===== src/sv/cdc_pkg.sv =====
`timescale 1ns / 1ps
`default_nettype none
// ----------------------------------------------------------------------------
// cdc_pkg
// Shared constants and types for the correspondence deviation check.
// ----------------------------------------------------------------------------
package cdc_pkg;

  localparam int FracBits   = 16;
  localparam int IndexWidth = 16;
  localparam int CoordWidth = 32;
  localparam int DevWidth   = 32;
  localparam int SqWidth    = 64;
  // Mapped coordinate: three floored products plus translation.
  localparam int MapWidth   = 2 * CoordWidth - FracBits + 3;
  localparam int DiffWidth  = MapWidth + 1;
  localparam int RootSteps  = DevWidth;

  localparam int NumRegs    = 7;
  localparam int CfgIdxWidth = 3;

  typedef enum logic [CfgIdxWidth-1:0] {
    REG_ROW0_FIRST = 3'd0,
    REG_ROW0_LAST  = 3'd1,
    REG_ROW1_FIRST = 3'd2,
    REG_ROW1_LAST  = 3'd3,
    REG_ROW2_FIRST = 3'd4,
    REG_ROW2_LAST  = 3'd5,
    REG_THRESHOLD  = 3'd6
  } cfg_reg_t;

  typedef logic [IndexWidth-1:0]        index_t;
  typedef logic signed [CoordWidth-1:0] coord_t;
  typedef logic [DevWidth-1:0]          dev_t;

  // Sideband carried alongside the arithmetic in every stage.
  typedef struct packed {
    index_t query_index;
    index_t match_index;
  } tag_t;

  // Affine matrix, top three rows.
  typedef struct packed {
    coord_t [2:0][3:0] coef;  // [row][c0,c1,c2,t]
  } matrix_t;

endpackage
`default_nettype wire


===== src/sv/cdc_cfg_if.sv =====
`timescale 1ns / 1ps
`default_nettype none
// ----------------------------------------------------------------------------
// cdc_cfg_if
// Configuration write channel: valid, ready, register index and data.
// ----------------------------------------------------------------------------
interface cdc_cfg_if;
  import cdc_pkg::*;
  logic                   valid;
  logic                   ready;
  logic [CfgIdxWidth-1:0] index;
  logic [63:0]            data;
  modport source (output valid, index, data, input ready);
  modport sink (input valid, index, data, output ready);
endinterface
`default_nettype wire


===== src/sv/cdc_cfg_regs.sv =====
`timescale 1ns / 1ps
`default_nettype none
// ----------------------------------------------------------------------------
// cdc_cfg_regs
// Configuration register file holding the matrix and the inlier threshold.
// ----------------------------------------------------------------------------
module cdc_cfg_regs (
  input  wire logic                        clk,
  input  wire logic                        rst_n,
  cdc_cfg_if.sink                          cfg,
  output cdc_pkg::matrix_t                 matrix,
  output cdc_pkg::dev_t                    threshold
);
  import cdc_pkg::*;

  logic [63:0] pair_r [6];
  dev_t        thr_r;
  localparam logic [63:0] One = 64'(1) << FracBits;

  assign cfg.ready = 1'b1;

  // Register writes; an index beyond the list is dropped.
  always_ff @(posedge clk) begin
    if (!rst_n) begin
      pair_r[0] <= One;
      pair_r[1] <= '0;
      pair_r[2] <= One << 32;
      pair_r[3] <= '0;
      pair_r[4] <= '0;
      pair_r[5] <= One;
      thr_r     <= DevWidth'(One);
    end else if (cfg.valid) begin
      unique case (cfg.index)
        REG_ROW0_FIRST: pair_r[0] <= cfg.data;
        REG_ROW0_LAST:  pair_r[1] <= cfg.data;
        REG_ROW1_FIRST: pair_r[2] <= cfg.data;
        REG_ROW1_LAST:  pair_r[3] <= cfg.data;
        REG_ROW2_FIRST: pair_r[4] <= cfg.data;
        REG_ROW2_LAST:  pair_r[5] <= cfg.data;
        REG_THRESHOLD:  thr_r     <= cfg.data[DevWidth-1:0];
        default: ;
      endcase
    end
  end

  // Unpack pairs into coefficients.
  always_comb begin
    for (int r = 0; r < 3; r++) begin
      matrix.coef[r][0] = pair_r[2*r][31:0];
      matrix.coef[r][1] = pair_r[2*r][63:32];
      matrix.coef[r][2] = pair_r[2*r+1][31:0];
      matrix.coef[r][3] = pair_r[2*r+1][63:32];
    end
  end
  assign threshold = thr_r;

endmodule
`default_nettype wire


===== src/flat_wrapper.sv =====
// flat-port wrapper written by rule: the top's interface ports become plain ports
module cdc_cfg_regs_flat import cdc_pkg::*;
  (clk, rst_n, matrix, threshold, cfg_valid, cfg_index, cfg_data, cfg_ready);
  cdc_cfg_if cfg_i ();
  input  wire logic clk;
  input  wire logic rst_n;
  output cdc_pkg::matrix_t matrix;
  output cdc_pkg::dev_t threshold;
  input wire logic [$bits(cfg_i.valid)-1:0] cfg_valid;
  input wire logic [$bits(cfg_i.index)-1:0] cfg_index;
  input wire logic [$bits(cfg_i.data)-1:0] cfg_data;
  output wire logic [$bits(cfg_i.ready)-1:0] cfg_ready;
  assign cfg_i.valid = cfg_valid;
  assign cfg_i.index = cfg_index;
  assign cfg_i.data = cfg_data;
  assign cfg_ready = cfg_i.ready;
  cdc_cfg_regs u_core (.clk(clk), .rst_n(rst_n), .cfg(cfg_i), .matrix(matrix), .threshold(threshold));
endmodule

===== config.mk =====
export PLATFORM = sky130hd
export DESIGN_NAME = cdc_cfg_regs_flat
export DESIGN_NICKNAME = d
export VERILOG_FILES = /design/src/sv/cdc_pkg.sv /design/src/sv/cdc_cfg_if.sv /design/src/sv/cdc_cfg_regs.sv /design/src/flat_wrapper.sv
export SDC_FILE = /design/constraint.sdc
export NUM_CORES = 1
export LEC_CHECK = 0
export ABC_AREA = 1
export BUFFER_PORTS_ARGS = -buffer_cell sky130_fd_sc_hd__buf_2
export CORE_AREA = 3 3 187 189
export DETAILED_ROUTE_END_ITERATION = 16
export DIE_AREA = 0 0 190 192
export GPL_TIMING_DRIVEN = 0
export PLACE_DENSITY = 0.8
export SKIP_LAST_GASP = 1
export SYNTH_ARGS = -nofsm -noshare
export SYNTH_HDL_FRONTEND = slang
export SYNTH_SLANG_ARGS = --single-unit

===== constraint.sdc =====
create_clock -name clk -period 3.31 [get_ports clk]
set_input_delay 0.4965 -clock clk [delete_from_list [all_inputs] [get_ports clk]]
set_output_delay 0.4965 -clock clk [all_outputs]
set_load 0.02 [all_outputs]

# Word level (Yosys, flattened, before mapping)
# Memories as Yosys holds them, arrays and structs flattened.
# Index checks and enable logic that the tools add are counted.
dict set report totals {
  regBits 32
  ramBits 384
  inputBits 70
  word_cells 47
  memories 1
}
# memory depth word_bits read_ports rd_clocked_by_memory_dff write_ports line
set memory_table {}
lappend memory_table {u_core.pair_r 6 64 6 0 6 cdc_cfg_regs.sv:16} ;# logic [63:0] pair_r [6];
dict set report op_classes {
  eq_ne 6
  mux 31
  bitwise 6
  n_reduce_logical 2
}
# cell count
set op_table {}
lappend op_table {{$mux 64} 6}
lappend op_table {{$mux 1} 25}
lappend op_table {{$eq 3x3->1 const B} 3}
lappend op_table {{$eq 3x2->1 const B} 2}
lappend op_table {{$or 1x1->1} 6}
lappend op_table {{$eq 3x1->1 const B} 1}
lappend op_table {{$logic_not 3->1} 1}
lappend op_table {{$reduce_and 2->1} 1}

# Depth between registers and ports, before layout
dict set report depth {
  word_depth 6
  mapped_depth 6
  mapped_depth_nobuf 5
}

# Worst setup path before layout
# OpenSTA, ideal clock, no wires.
dict set report synth_path {
  path_type {input -> register}
  from {input port cfg_valid}
  to {memory u_core.pair_r[5][0], in the netlist u_core.pair_r[0][320] (enable)}
  setup_ns 0.424
  arrival_time_ns 2.435
  required_ns 2.886
  path_slack_ns 0.452
  cell_stages 5
  n_path_buf 1
  path_cell_list {nand2_1 inv_2 buf_1 nand2_1 nand2_1}
}
# element line
set synth_lines {}
lappend synth_lines {{from (decl)} flat_wrapper.sv:9} ;# input wire logic [$bits(cfg_i.valid)-1:0] cfg_valid;
lappend synth_lines {{to (decl)} cdc_cfg_regs.sv:16}

==> impl_metrics.toml <==
[run_status]
outcome = "completed"

[synthesis]
yosysTopAreaCell = "edfxtp_1"
postSynthNetCount = 1142
yosys-top-cells-count = "445 x nor2_1, 384 x edfxtp_1, 67 x inv_1"
ys_ff_latch = 416
async_flop_share_pct = 0
yosysWarnings = 0
synth_cell_type_count = 18
ys_seq_area_share_pct = 82.5
synthTopCellsByArea = "edfxtp_1 78%, nor2_1 11%, dfxtp_1 4.3%, inv_1 1.7%, nand3_1 1.2%"
synth_flop_cell = "edfxtp_1"
synth_edf_count = 384
syn_area_sq_mm = 0.0148
synth_top_area_share_pct = 78.2
syn_inst = 1072
yosysMostFrequentCell = "nor2_1"
post_synth.cell_area_avg_sq_um = 13.8

[placed_design]
port_buffers = 485
dp_hpwl_mm = 31.6
post-place-ws_ns = 0.596
gp_congestion = 0.853
placed_cells = 2011

[worst_setup_path]
r2r_start = "u_core.threshold[16]$_SDFFE_PN1P_"
critPathKind = "input pin to register"
start_kind = "input pin"
cp.required_ns = 3.53
worstPathMaxFanout = 36
critPathLaunch = "rst_n"
arrival_ns = 2.42
end_kind = "register"

[global_route]
grt-ovfl-total = 0
grt_start_max_net_pins = 39
grt_first_pass_wirelength_mm = 64.0
grt_pass1_vias = 10500
grt_antenna_before_repair = 2
gr-usage-all-layers_pct = 23.6

[hold_path]
min_path_type = "input pin to register"
min-delay-start = "cfg_data[16]"

[cells_and_area]
final_nets = 1675
utilization_pct = 57.2
diodes = 0
final_layout_size_suffix_gt1_share_pct = 35.1
layoutNonFillerInstCount = 2082
area.sequential_sq_mm = 0.0122
num-fill-cells = 2581
syn2layout_area_growth_pct = 29.7
multi_input_area_sq_mm = 0.00216

[clock_network]
cts-resized-gates = 0
h-tree-depth = 2
insertion_delay_ns = 0.51
clkTransAtPathRegs_ns = 0.06
clockRootBuffer = "clkbuf_16"
cts_tree = "built"
postCtsSetupBuffers = 0
cts_buffer_depth = 3
clock_sinks = 416
hold_buffers = 0
cts_buffers = 40

[drt]
via_per_inst = 5.07
vias = 10500
wl_mm = 44.9
drt_iter0_drc = 953
dr.pass1.iters = 5
wire_per_inst_um = 21.5
drc_errors = 0
ant_nets = 0

[sta]
hold_viol = 0
finClkSkew_ns = 0
fmax_mhz = 454
grt_setup_unrepaired = "no"
worstMarginPinSlew_ns = 0.886
setup_slack_ns = 1.11
drv_slew = 0
period_minus_slack_ns = 2.20
setup_viol = 0
fin_crit_sh_pct = 66.5
finalSetupTns_ns = 0
slew_headroom_pct = 40.9

[power]
power_density_mw_per_mm2 = 613
finalPower_uw = 11700
ir_drop_v = 0.000493
leakage_uw = 0.00822

[floorplan]
rows = 67
dieArea_sq_mm = 0.0365
die_x_um = 190
fp.dieH_um = 192
start_util_pct = 44.1
coreArea_sq_mm = 0.0334
ios = 487

[run]
maxCapViolations = 0
## layer usage
metal / vias to the layer above / global-route usage [%] / wire, um
li1: 4646 / - / -
met1: 5095 / 28.2 / 15800
met2: 706 / 41.1 / 22600
met3: 99 / 6.32 / 5000
met4: 0 / 9.13 / 1450
met5: - / 0 / 0
## worst max-delay path, stage by stage
cell      delay, ns
buf_2          0.10
buf_2          0.23
clkbuf_1       0.70
nand2_4        0.49
buf_12         0.33
## per-stage QoR
stage	area (sq um)	hold slack [ns]
after detailed placement	17900	0.472
final	19100	0.202
after CTS	19100	0.173
after floorplan	14800	0.554
after global routing	19100	0.218
after global placement	17700	0.461
## area by class of cell
type / instances / area share (%)
clock inverters: 21 / 0.798
multi-input cells: 537 / 11.3
well taps: 448 / 2.93
repair buffers: 491 / 13.3
flip-flops and latches: 416 / 63.6
clock buffers: 50 / 5.64
plain buffers: 51 / 1.10
inverters: 68 / 1.33
## state kept, by name, summed over array words and instances (netlist names)
signal            cells
u_core.threshold     32
u_core.pair_r       384
## cell families after synthesis
| group | share of synthesized area, % |
|---|---|
| other | 0.0254 |
| DFF | 82.5 |
| buffers and inverters | 3.16 |
| AOI/OAI and AO/OA | 0.0339 |
| and+or+nand+nor | 14.3 |
## cell usage in the layout (no fill, tap or decap), types with 2 or more instances in the layout
cell / Yosys / routed
buf_1: 5 / 5
buf_12: 0 / 6
buf_2: 13 / 498
bufinv_16: 0 / 2
clkbuf_1: 32 / 39
clkbuf_16: 0 / 41
clkbuf_8: 0 / 2
clkinv_1: 0 / 10
clkinv_2: 0 / 6
dfxtp_1: 32 / 32
edfxtp_1: 384 / 384
inv_1: 67 / 67
nand2_1: 45 / 39
nand2_4: 0 / 6
nand3_1: 34 / 34
nand3_2: 4 / 4
nand4_1: 3 / 3
nor2_1: 445 / 445
nor2_2: 2 / 2
## where the power goes
part           total, uW  switching [uW]  internal (uW)
Combinational       1240             930            307
Clock               4320            1860           2470
Sequential          6180             103           6070
## final timing paths
| check | endpoint | slack (ns) | cells after the start |
|---|---|---|---|
| worst min-delay path | u_core.threshold[16]$_SDFFE_PN1P_ | 0.20 | 3 |
| worst max-delay path | u_core.pair_r[0][250]$_SDFFCE_PN0P_ | 1.11 | 5 |
| worst max register to register | u_core.threshold[16]$_SDFFE_PN1P_ | 2.69 | 2 |
| worst min register to register | u_core.threshold[5]$_SDFFE_PN0P_ | 0.48 | 2 |
No activity file was read; power rests on OpenSTA's default activity.
