<file path="config.mk">
export PLATFORM = sky130hd
export DESIGN_NAME = cdc_isqrt_flat
export DESIGN_NICKNAME = d
export VERILOG_FILES = /design/src/sv/cdc_pkg.sv /design/src/sv/cdc_out_if.sv /design/src/sv/cdc_isqrt.sv /design/src/flat_wrapper.sv
export SDC_FILE = /design/constraint.sdc
export NUM_CORES = 2
export LEC_CHECK = 0
export ABC_AREA = 1
export ABC_CLOCK_PERIOD_IN_PS = 18900
export BUFFER_PORTS_ARGS = -buffer_cell sky130_fd_sc_hd__buf_2
export CORE_UTILIZATION = 49
export DETAILED_ROUTE_END_ITERATION = 12
export PLACE_DENSITY = 0.67
export SLEW_MARGIN = 15
export SYNTH_ARGS = -nofsm -noshare
export SYNTH_HDL_FRONTEND = slang
export SYNTH_SLANG_ARGS = --single-unit
</file>
<file path="constraint.sdc">
create_clock -name clk -period 18.9 [get_ports clk]
set_clock_uncertainty 0.1 [all_clocks]
set_input_delay 0.945 -clock clk [delete_from_list [all_inputs] [get_ports clk]]
set_output_delay 0.945 -clock clk [all_outputs]
set_load 0.01 [all_outputs]
</file>
<file path="src/sv/cdc_pkg.sv">
`timescale 1ns / 1ps
`default_nettype none
// ----------------------------------------------------------------------------
// cdc_pkg
// Shared constants and types for the correspondence deviation check.
// ----------------------------------------------------------------------------
package cdc_pkg;

  localparam int FracBits   = 16;
  localparam int IndexWidth = 16;
  localparam int CoordWidth = 32;
  localparam int DevWidth   = 32;
  localparam int SqWidth    = 64;
  // Mapped coordinate: three floored products plus translation.
  localparam int MapWidth   = 2 * CoordWidth - FracBits + 3;
  localparam int DiffWidth  = MapWidth + 1;
  localparam int RootSteps  = DevWidth;

  localparam int NumRegs    = 7;
  localparam int CfgIdxWidth = 3;

  typedef enum logic [CfgIdxWidth-1:0] {
    REG_ROW0_FIRST = 3'd0,
    REG_ROW0_LAST  = 3'd1,
    REG_ROW1_FIRST = 3'd2,
    REG_ROW1_LAST  = 3'd3,
    REG_ROW2_FIRST = 3'd4,
    REG_ROW2_LAST  = 3'd5,
    REG_THRESHOLD  = 3'd6
  } cfg_reg_t;

  typedef logic [IndexWidth-1:0]        index_t;
  typedef logic signed [CoordWidth-1:0] coord_t;
  typedef logic [DevWidth-1:0]          dev_t;

  // Sideband carried alongside the arithmetic in every stage.
  typedef struct packed {
    index_t query_index;
    index_t match_index;
  } tag_t;

  // Affine matrix, top three rows.
  typedef struct packed {
    coord_t [2:0][3:0] coef;  // [row][c0,c1,c2,t]
  } matrix_t;

endpackage
`default_nettype wire

</file>
<file path="src/sv/cdc_out_if.sv">
`timescale 1ns / 1ps
`default_nettype none
// ----------------------------------------------------------------------------
// cdc_out_if
// Result channel: valid, ready, indices, deviation and inlier flag.
// ----------------------------------------------------------------------------
interface cdc_out_if;
  import cdc_pkg::*;
  logic   valid;
  logic   ready;
  index_t out_query_index;
  index_t out_match_index;
  dev_t   deviation;
  logic   is_inlier;
  modport source (output valid, out_query_index, out_match_index, deviation, is_inlier,
                  input ready);
  modport sink (input valid, out_query_index, out_match_index, deviation, is_inlier,
                output ready);
endinterface
`default_nettype wire

</file>
<file path="src/sv/cdc_isqrt.sv">
`timescale 1ns / 1ps
`default_nettype none
// ----------------------------------------------------------------------------
// cdc_isqrt
// Pipelined integer square root, two result bits per stage, then the
// threshold compare into the output register.
// ----------------------------------------------------------------------------
module cdc_isqrt (
  input  wire logic                   clk,
  input  wire logic                   rst_n,
  input  wire logic                   sq_valid,
  output logic                        sq_ready,
  input  wire cdc_pkg::tag_t          sq_tag,
  input  wire [cdc_pkg::SqWidth-1:0]  sq_sum,
  input  wire cdc_pkg::dev_t          threshold,
  cdc_out_if.source                   out
);
  import cdc_pkg::*;

  localparam int BitsPerStage = 2;
  localparam int NumStages    = RootSteps / BitsPerStage;
  localparam int RemWidth     = DevWidth + 2;

  logic               v_r    [NumStages];
  tag_t               tag_r  [NumStages];
  logic [SqWidth-1:0] rad_r  [NumStages];  // remaining radicand bits, shifted up
  logic [RemWidth-1:0] rem_r [NumStages];
  dev_t               root_r [NumStages];
  logic               en     [NumStages];

  logic v_out_r;
  logic en_out;
  assign en_out = !v_out_r || out.ready;

  always_comb begin
    en[NumStages-1] = !v_r[NumStages-1] || en_out;
    for (int s = NumStages - 2; s >= 0; s--) begin
      en[s] = !v_r[s] || en[s+1];
    end
  end
  assign sq_ready = en[0];

  // Restoring digit recurrence, two digits per stage.
  for (genvar s = 0; s < NumStages; s++) begin : g_stage
    logic [SqWidth-1:0]  rad_in;
    logic [RemWidth-1:0] rem_in;
    dev_t                root_in;
    tag_t                tag_in;
    logic                v_in;
    logic [SqWidth-1:0]  rad_a;
    logic [RemWidth-1:0] rem_a, rem_b, trial;
    dev_t                root_a, root_b;

    if (s == 0) begin : g_first
      assign rad_in  = sq_sum;
      assign rem_in  = '0;
      assign root_in = '0;
      assign tag_in  = sq_tag;
      assign v_in    = sq_valid;
    end else begin : g_next
      assign rad_in  = rad_r[s-1];
      assign rem_in  = rem_r[s-1];
      assign root_in = root_r[s-1];
      assign tag_in  = tag_r[s-1];
      assign v_in    = v_r[s-1];
    end

    always_comb begin
      rad_a  = rad_in;
      rem_a  = rem_in;
      root_a = root_in;
      for (int k = 0; k < BitsPerStage; k++) begin
        rem_b  = {rem_a[RemWidth-3:0], rad_a[SqWidth-1:SqWidth-2]};
        rad_a  = rad_a << 2;
        trial  = {root_a, 2'b01};
        if (rem_b >= trial) begin
          rem_a  = rem_b - trial;
          root_b = {root_a[DevWidth-2:0], 1'b1};
        end else begin
          rem_a  = rem_b;
          root_b = {root_a[DevWidth-2:0], 1'b0};
        end
        root_a = root_b;
      end
    end

    always_ff @(posedge clk) begin
      if (en[s]) begin
        tag_r[s]  <= tag_in;
        rad_r[s]  <= rad_a;
        rem_r[s]  <= rem_a;
        root_r[s] <= root_a;
      end
    end

    always_ff @(posedge clk) begin
      if (!rst_n) begin
        v_r[s] <= 1'b0;
      end else if (en[s]) begin
        v_r[s] <= v_in;
      end
    end
  end

  // Output register with inlier flag.
  tag_t tag_out_r;
  dev_t dev_out_r;
  logic inl_out_r;
  always_ff @(posedge clk) begin
    if (en_out) begin
      tag_out_r <= tag_r[NumStages-1];
      dev_out_r <= root_r[NumStages-1];
      inl_out_r <= root_r[NumStages-1] <= threshold;
    end
  end
  always_ff @(posedge clk) begin
    if (!rst_n) begin
      v_out_r <= 1'b0;
    end else if (en_out) begin
      v_out_r <= v_r[NumStages-1];
    end
  end

  assign out.valid           = v_out_r;
  assign out.out_query_index = tag_out_r.query_index;
  assign out.out_match_index = tag_out_r.match_index;
  assign out.deviation       = dev_out_r;
  assign out.is_inlier       = inl_out_r;

endmodule
`default_nettype wire

</file>
<file path="src/flat_wrapper.sv">
// flat-port wrapper written by rule: the top's interface ports become plain ports
module cdc_isqrt_flat import cdc_pkg::*;
  (clk, rst_n, sq_valid, sq_ready, sq_tag, sq_sum, threshold, out_valid, out_out_query_index, out_out_match_index, out_deviation, out_is_inlier, out_ready);
  cdc_out_if out_i ();
  input  wire logic clk;
  input  wire logic rst_n;
  input  wire logic sq_valid;
  output logic sq_ready;
  input  wire cdc_pkg::tag_t sq_tag;
  input  wire [cdc_pkg::SqWidth-1:0] sq_sum;
  input  wire cdc_pkg::dev_t threshold;
  output wire logic [$bits(out_i.valid)-1:0] out_valid;
  output wire logic [$bits(out_i.out_query_index)-1:0] out_out_query_index;
  output wire logic [$bits(out_i.out_match_index)-1:0] out_out_match_index;
  output wire logic [$bits(out_i.deviation)-1:0] out_deviation;
  output wire logic [$bits(out_i.is_inlier)-1:0] out_is_inlier;
  input wire logic [$bits(out_i.ready)-1:0] out_ready;
  assign out_valid = out_i.valid;
  assign out_out_query_index = out_i.out_query_index;
  assign out_out_match_index = out_i.out_match_index;
  assign out_deviation = out_i.deviation;
  assign out_is_inlier = out_i.is_inlier;
  assign out_i.ready = out_ready;
  cdc_isqrt u_core (.clk(clk), .rst_n(rst_n), .sq_valid(sq_valid), .sq_ready(sq_ready), .sq_tag(sq_tag), .sq_sum(sq_sum), .threshold(threshold), .out(out_i));
endmodule
</file>
# Yosys cells after proc, flatten, opt, wreduce, memory -nomap -nowiden
# Memory sizes are Yosys's and may differ from the RTL's. A register that Yosys moved wholly into a read port is not among the register bits.
# Cells that the tools add are included.
dict set report classes {
  addsub 32
  n_lt_le_gt_ge 33
  n_mux 145
  bitwise 16
  reduce_logical 34
}
# cell n
set ops {}
lappend ops {{34-bit >= comparator} 30}
lappend ops {{34-bit 2-to-1 mux} 16}
lappend ops {{32-bit 2-to-1 mux} 16}
lappend ops {{34-bit subtractor} 15}
lappend ops {{32-bit subtractor} 15}
lappend ops {{1-bit 2-to-1 mux} 113}
lappend ops {{34-bit by 3-bit >= comparator with 1-bit output} 1}
lappend ops {{34-bit by 3-bit subtractor with 34-bit output} 1}
lappend ops {{32-bit <= comparator} 1}
lappend ops {{1-bit logical NOT} 17}
lappend ops {{1-bit logical OR} 17}
lappend ops {{1-bit bitwise OR} 16}
lappend ops {{2-bit by 1-bit subtractor with 3-bit output, second input constant} 1}
lappend ops {{2-bit by 1-bit >= comparator with 1-bit output, second input constant} 1}
dict set report totals {
  register_bits 34
  ram_bits 2544
  input_bits 132
  output_inout_bits 67
  elab_cells 268
  n_memories 5
}
# name depth word_bits rd rd_ports_with_merged_regs write_ports line
set mem_list {}
lappend mem_list {u_core.rad_r 16 60 15 0 16 cdc_isqrt.sv:26} ;# logic [SqWidth-1:0] rad_r [NumStages];
lappend mem_list {u_core.rem_r 16 34 15 0 16 cdc_isqrt.sv:27} ;# logic [RemWidth-1:0] rem_r [NumStages];
lappend mem_list {u_core.root_r 16 32 16 0 16 cdc_isqrt.sv:28} ;# dev_t root_r [NumStages];
lappend mem_list {u_core.tag_r 16 32 16 1 16 cdc_isqrt.sv:25} ;# tag_t tag_r [NumStages];
lappend mem_list {u_core.v_r 16 1 16 0 16 cdc_isqrt.sv:24} ;# logic v_r [NumStages];

# Depth between registers and ports, before layout
dict set report logic_depth {
  word_depth 22
  ltp_mapped 34
  ltp_nobuf 32
}

# Worst setup path after synthesis
# OpenSTA, ideal clock, no wires.
dict set report synth_timing {
  kind {in2out}
  start {input out_ready}
  end {output sq_ready}
  arrival_time_ns 17.033
  required_ns 17.855
  path_slack_ns 0.822
  stages 20
  n_path_buf 0
  path_cell_list {nor2_1 > inv_2 > nor2_1 > nand2_1 > inv_1 > nand2_2 > nor2_2 > inv_2 > nor2_4 > nand3_2 > inv_2 > nand3_2 > nor2_2 > nand2_2 > nor2_4 > nand2_2 > nor2_4 > nand2_2 > nor2_2 > inv_1}
}
# item line
set synth_lines {}
lappend synth_lines {{from (decl)} flat_wrapper.sv:17} ;# input wire logic [$bits(out_i.ready)-1:0] out_ready;
lappend synth_lines {{to (decl)} flat_wrapper.sv:8} ;# output logic sq_ready;

==> results.tsv <==
metric	value	unit
outcome	finished clean	
PortBufs	198	
startpoint types	flip-flop	
critical path arrival	7.66	ns
Hold Buf Count CTS	0	
mux cell area share after synthesis	0.00908	%
leakage	55.6	nW
router iterations before antenna repair	8	
area fraction in compound gates after synthesis	7.95	%
largest family of logic cells by synthesized area	simple AND/OR/NAND/NOR gates	
H-tree levels	4	
slowest stage delay, CP	0.51	ns
maxcap violations	0	
synth top area cells	edfxtp_1 49%, nand2_1 13%, ha_1 6.7%, inv_1 6.0%, nor2_1 4.3%	
placement-stage cell area	0.114	mm²
routed wire length	310000	µm
flops & latches, synth	1805	
core box area	0.223	mm²
Hold WC Path Type	input port to flip-flop	
Crit. Startpoint	u_core.out.valid	
Seq/Total Area, Yosys	49.1	%
DR vias/cell	5.35	
post-synthesis xor/xnor area fraction	3.72	%
CTS Buf Count	188	
Worst Hold Endpoint	u_core.rad_r[0][19]	
Die Y	476	µm
antenna viol nets, final	0	
Yosys warning count	0	
DP HPWL	250000	µm
antenna violations before repair	9	
Clk Latency, worst-skew pair	0.88	ns
Setup TNS	0	ns
Synth-to-Final Area Change	9.48	%
Post-synth EDFFs	1803	
first-pass GRT wire length	471000	µm
Async SR Flop Fraction	0	%
slew margin rel.	23.0	%
drt wl/cell	18.8	µm
Fillers	20947	
hold path start	sq_sum[19]	
VDD IR max	106	µV
via count	88083	
FP Rows	173	
largest net degree at the start of global routing	78	
share of the synthesized area in the top cell type	49.1	%
Post-CTS Setup Inserts	0	
FF-to-FF setup slack	10.82	ns
final max-slew violation count	0	
Root Buffer	clkbuf_16	
Non-Filler Instances	16463	
adder-cell share of the synthesized area	6.69	%
area leader, netlist	edfxtp_1	
Reg clk slew, reported paths	0.06	ns
Syn Std Cell Area	0.110	mm²
Final Instance Area	0.121	mm²
placed cells	16111	
Pwr per Cell Area	113	mW/mm²
achievable frequency	115	MHz
Sink Count	1805	
gpl congestion	0.993	
Worst-Margin Slew	1.14	ns
DR iter-0 viols	7842	
minimum clock period	8.70	ns
reg-to-reg endpoint	u_core.rad_r[0][7]	
Min-Delay Path Depth	1	
worst-path fanout max	77	
die width	476	µm
top-count cell post-synth	nand2_1	
share of cells above drive strength 1	6.16	%
Post-synth top cells	3791 x nand2_1, 1803 x edfxtp_1, 1769 x inv_1	
post-synth cell types	76	
TritonCTS clock tree	built	
total grt overflow	0	
critical-path cell list	inv_1 > nor2_1 > inv_2 > nor2_1 > nand2_4 > inv_1 > nand2_4 > nor2_2 > inv_4 > nor2_4 > nand3_4 > inv_2 > nand3_4 > nor2_2 > nand2_8 > nor2_4 > nand2_8 > nor2_4 > nand2_8 > nor2_2 > inv_4 > buf_2	
Syn Inst Count	13049	
Crit Path Class	flip-flop to primary output	
CP Capture Type	primary output	
Syn Area/Cell	8.45	µm²
simple-gate share of the synthesized area	25.5	%
final setup fails	0	
Slowest-stage cell, CP	nor2_2	
r2r startpoint	u_core.out.valid	
WP data required	17.85	ns
worst r2r path cells	24	
unrepaired setup endpoints after global routing	no	
maximum root-to-sink buffer count	3	
full die area	0.227	mm²
I/O pin count	199	
Final Net Count	14048	
Tcrit/Tclk final	46.0	%
number of gates resized after CTS	0	
vias in the first global route	81503	
most frequently used flop master after synthesis	edfxtp_1	
Initial Utilization	49.5	%
Final Hold Fails	0	
GRT Overall Usage	26.7	%
Residual DRC	0	
-- flip-flops by register name (all words and copies together) (netlist names) --
register / count
u_core.tag_r: 512
u_core.rad_r: 480
u_core.rem_r: 459
u_core.root_r: 272
u_core.out.deviation: 32
u_core.out.out_match_index: 16
u_core.out.out_query_index: 16
u_core.v_r: 16
u_core.out.is_inlier: 1
u_core.out.valid: 1
-- layout make-up --
type	instances	area, µm²	area share (%)
tap	2975	3720	3.08
clock inverter	122	1430	1.18
timing repair buffer	229	1220	1.01
antenna	5	12.5	0.0104
clock buffer	225	4840	4.01
multi-input combinational	9279	48400	40.1
sequential	1805	54200	44.9
inverter	1823	6870	5.69
-- worst max-delay path, delay by kind of cell (launching register included) --
| family | cells | cell delay, ns |
|---|---|---|
| flops | 1 | 0.32 |
| simple gates | 15 | 5.17 |
| buf+inv | 7 | 1.23 |
-- cell usage in the layout, fill, tap and decap left out, types with 35 or more instances in the layout --
| cell | netlist | final |
|---|---|---|
| a21oi_1 | 706 | 706 |
| nor3_1 | 165 | 165 |
| nor2_1 | 1262 | 1262 |
| xor2_1 | 275 | 275 |
| clkinv_1 | 6 | 43 |
| a31oi_1 | 58 | 58 |
| xnor2_1 | 186 | 186 |
| clkbuf_16 | 0 | 188 |
| o21ai_0 | 552 | 552 |
| buf_2 | 31 | 198 |
| a21o_1 | 38 | 38 |
| nand3_1 | 814 | 814 |
| nand2_1 | 3791 | 3788 |
| o21a_1 | 48 | 48 |
| o21bai_1 | 56 | 56 |
| nand2_2 | 62 | 58 |
| nor2_2 | 61 | 61 |
| edfxtp_1 | 1803 | 1803 |
| nand4_1 | 220 | 220 |
| nand3_2 | 41 | 39 |
| inv_2 | 44 | 44 |
| nand3b_1 | 57 | 57 |
| clkbuf_1 | 56 | 37 |
| o21ai_1 | 35 | 35 |
| ha_1 | 590 | 590 |
| inv_1 | 1769 | 1762 |
-- per-layer routing --
layer	global-route usage [%]	wire length, µm
met1	37.4	139000
met2	43.2	142000
met3	3.52	19800
met4	7.59	8560
met5	0	13
-- through the flow --
step / power [mW] / hold WS, ns / utilization, % / setup slack [ns]
after detailed placement: 9.94 / 0.305 / 51.3 / 9.89
final: 13.7 / 0.137 / 54.1 / 10.20
after global routing: 14.5 / 0.0946 / 54.1 / 9.31
after global placement: 9.93 / 0.300 / 51.3 / 10.08
after floorplan: 8.57 / 0.300 / - / 0.822
after CTS: 13.7 / 0.0697 / 54.1 / 9.90
-- report_power, final --
| part | leakage [nW] | internal, mW | switching (mW) |
|---|---|---|---|
| logic | 34.1 | 1.37 | 3.09 |
| clock network | 2.99 | 2.10 | 1.60 |
| registers | 18.5 | 5.04 | 0.457 |
| total | 55.6 | 8.52 | 5.15 |
-- logic make-up after synthesis --
logic type               count (synthesis)
adder cells (fa/ha/maj)                590
multiplexers                             1
AO/OA/AOI/OAI                         1598
XOR/XNOR                               464
flip-flops                            1805
buffers and inverters                 1967
AND/OR/NAND/NOR                       6623
other                                    1
-- worst max path at each step --
stage,end,slack (ns),cells past startpoint
floorplan,sq_ready,0.82,20
global placement,u_core.rad_r[0][14],10.08,24
detailed placement,u_core.rad_r[0][16],9.89,24
CTS,sq_ready,9.90,22
global route,sq_ready,9.31,22
finish,sq_ready,10.20,22
No activity file was read; power rests on OpenSTA's default activity.
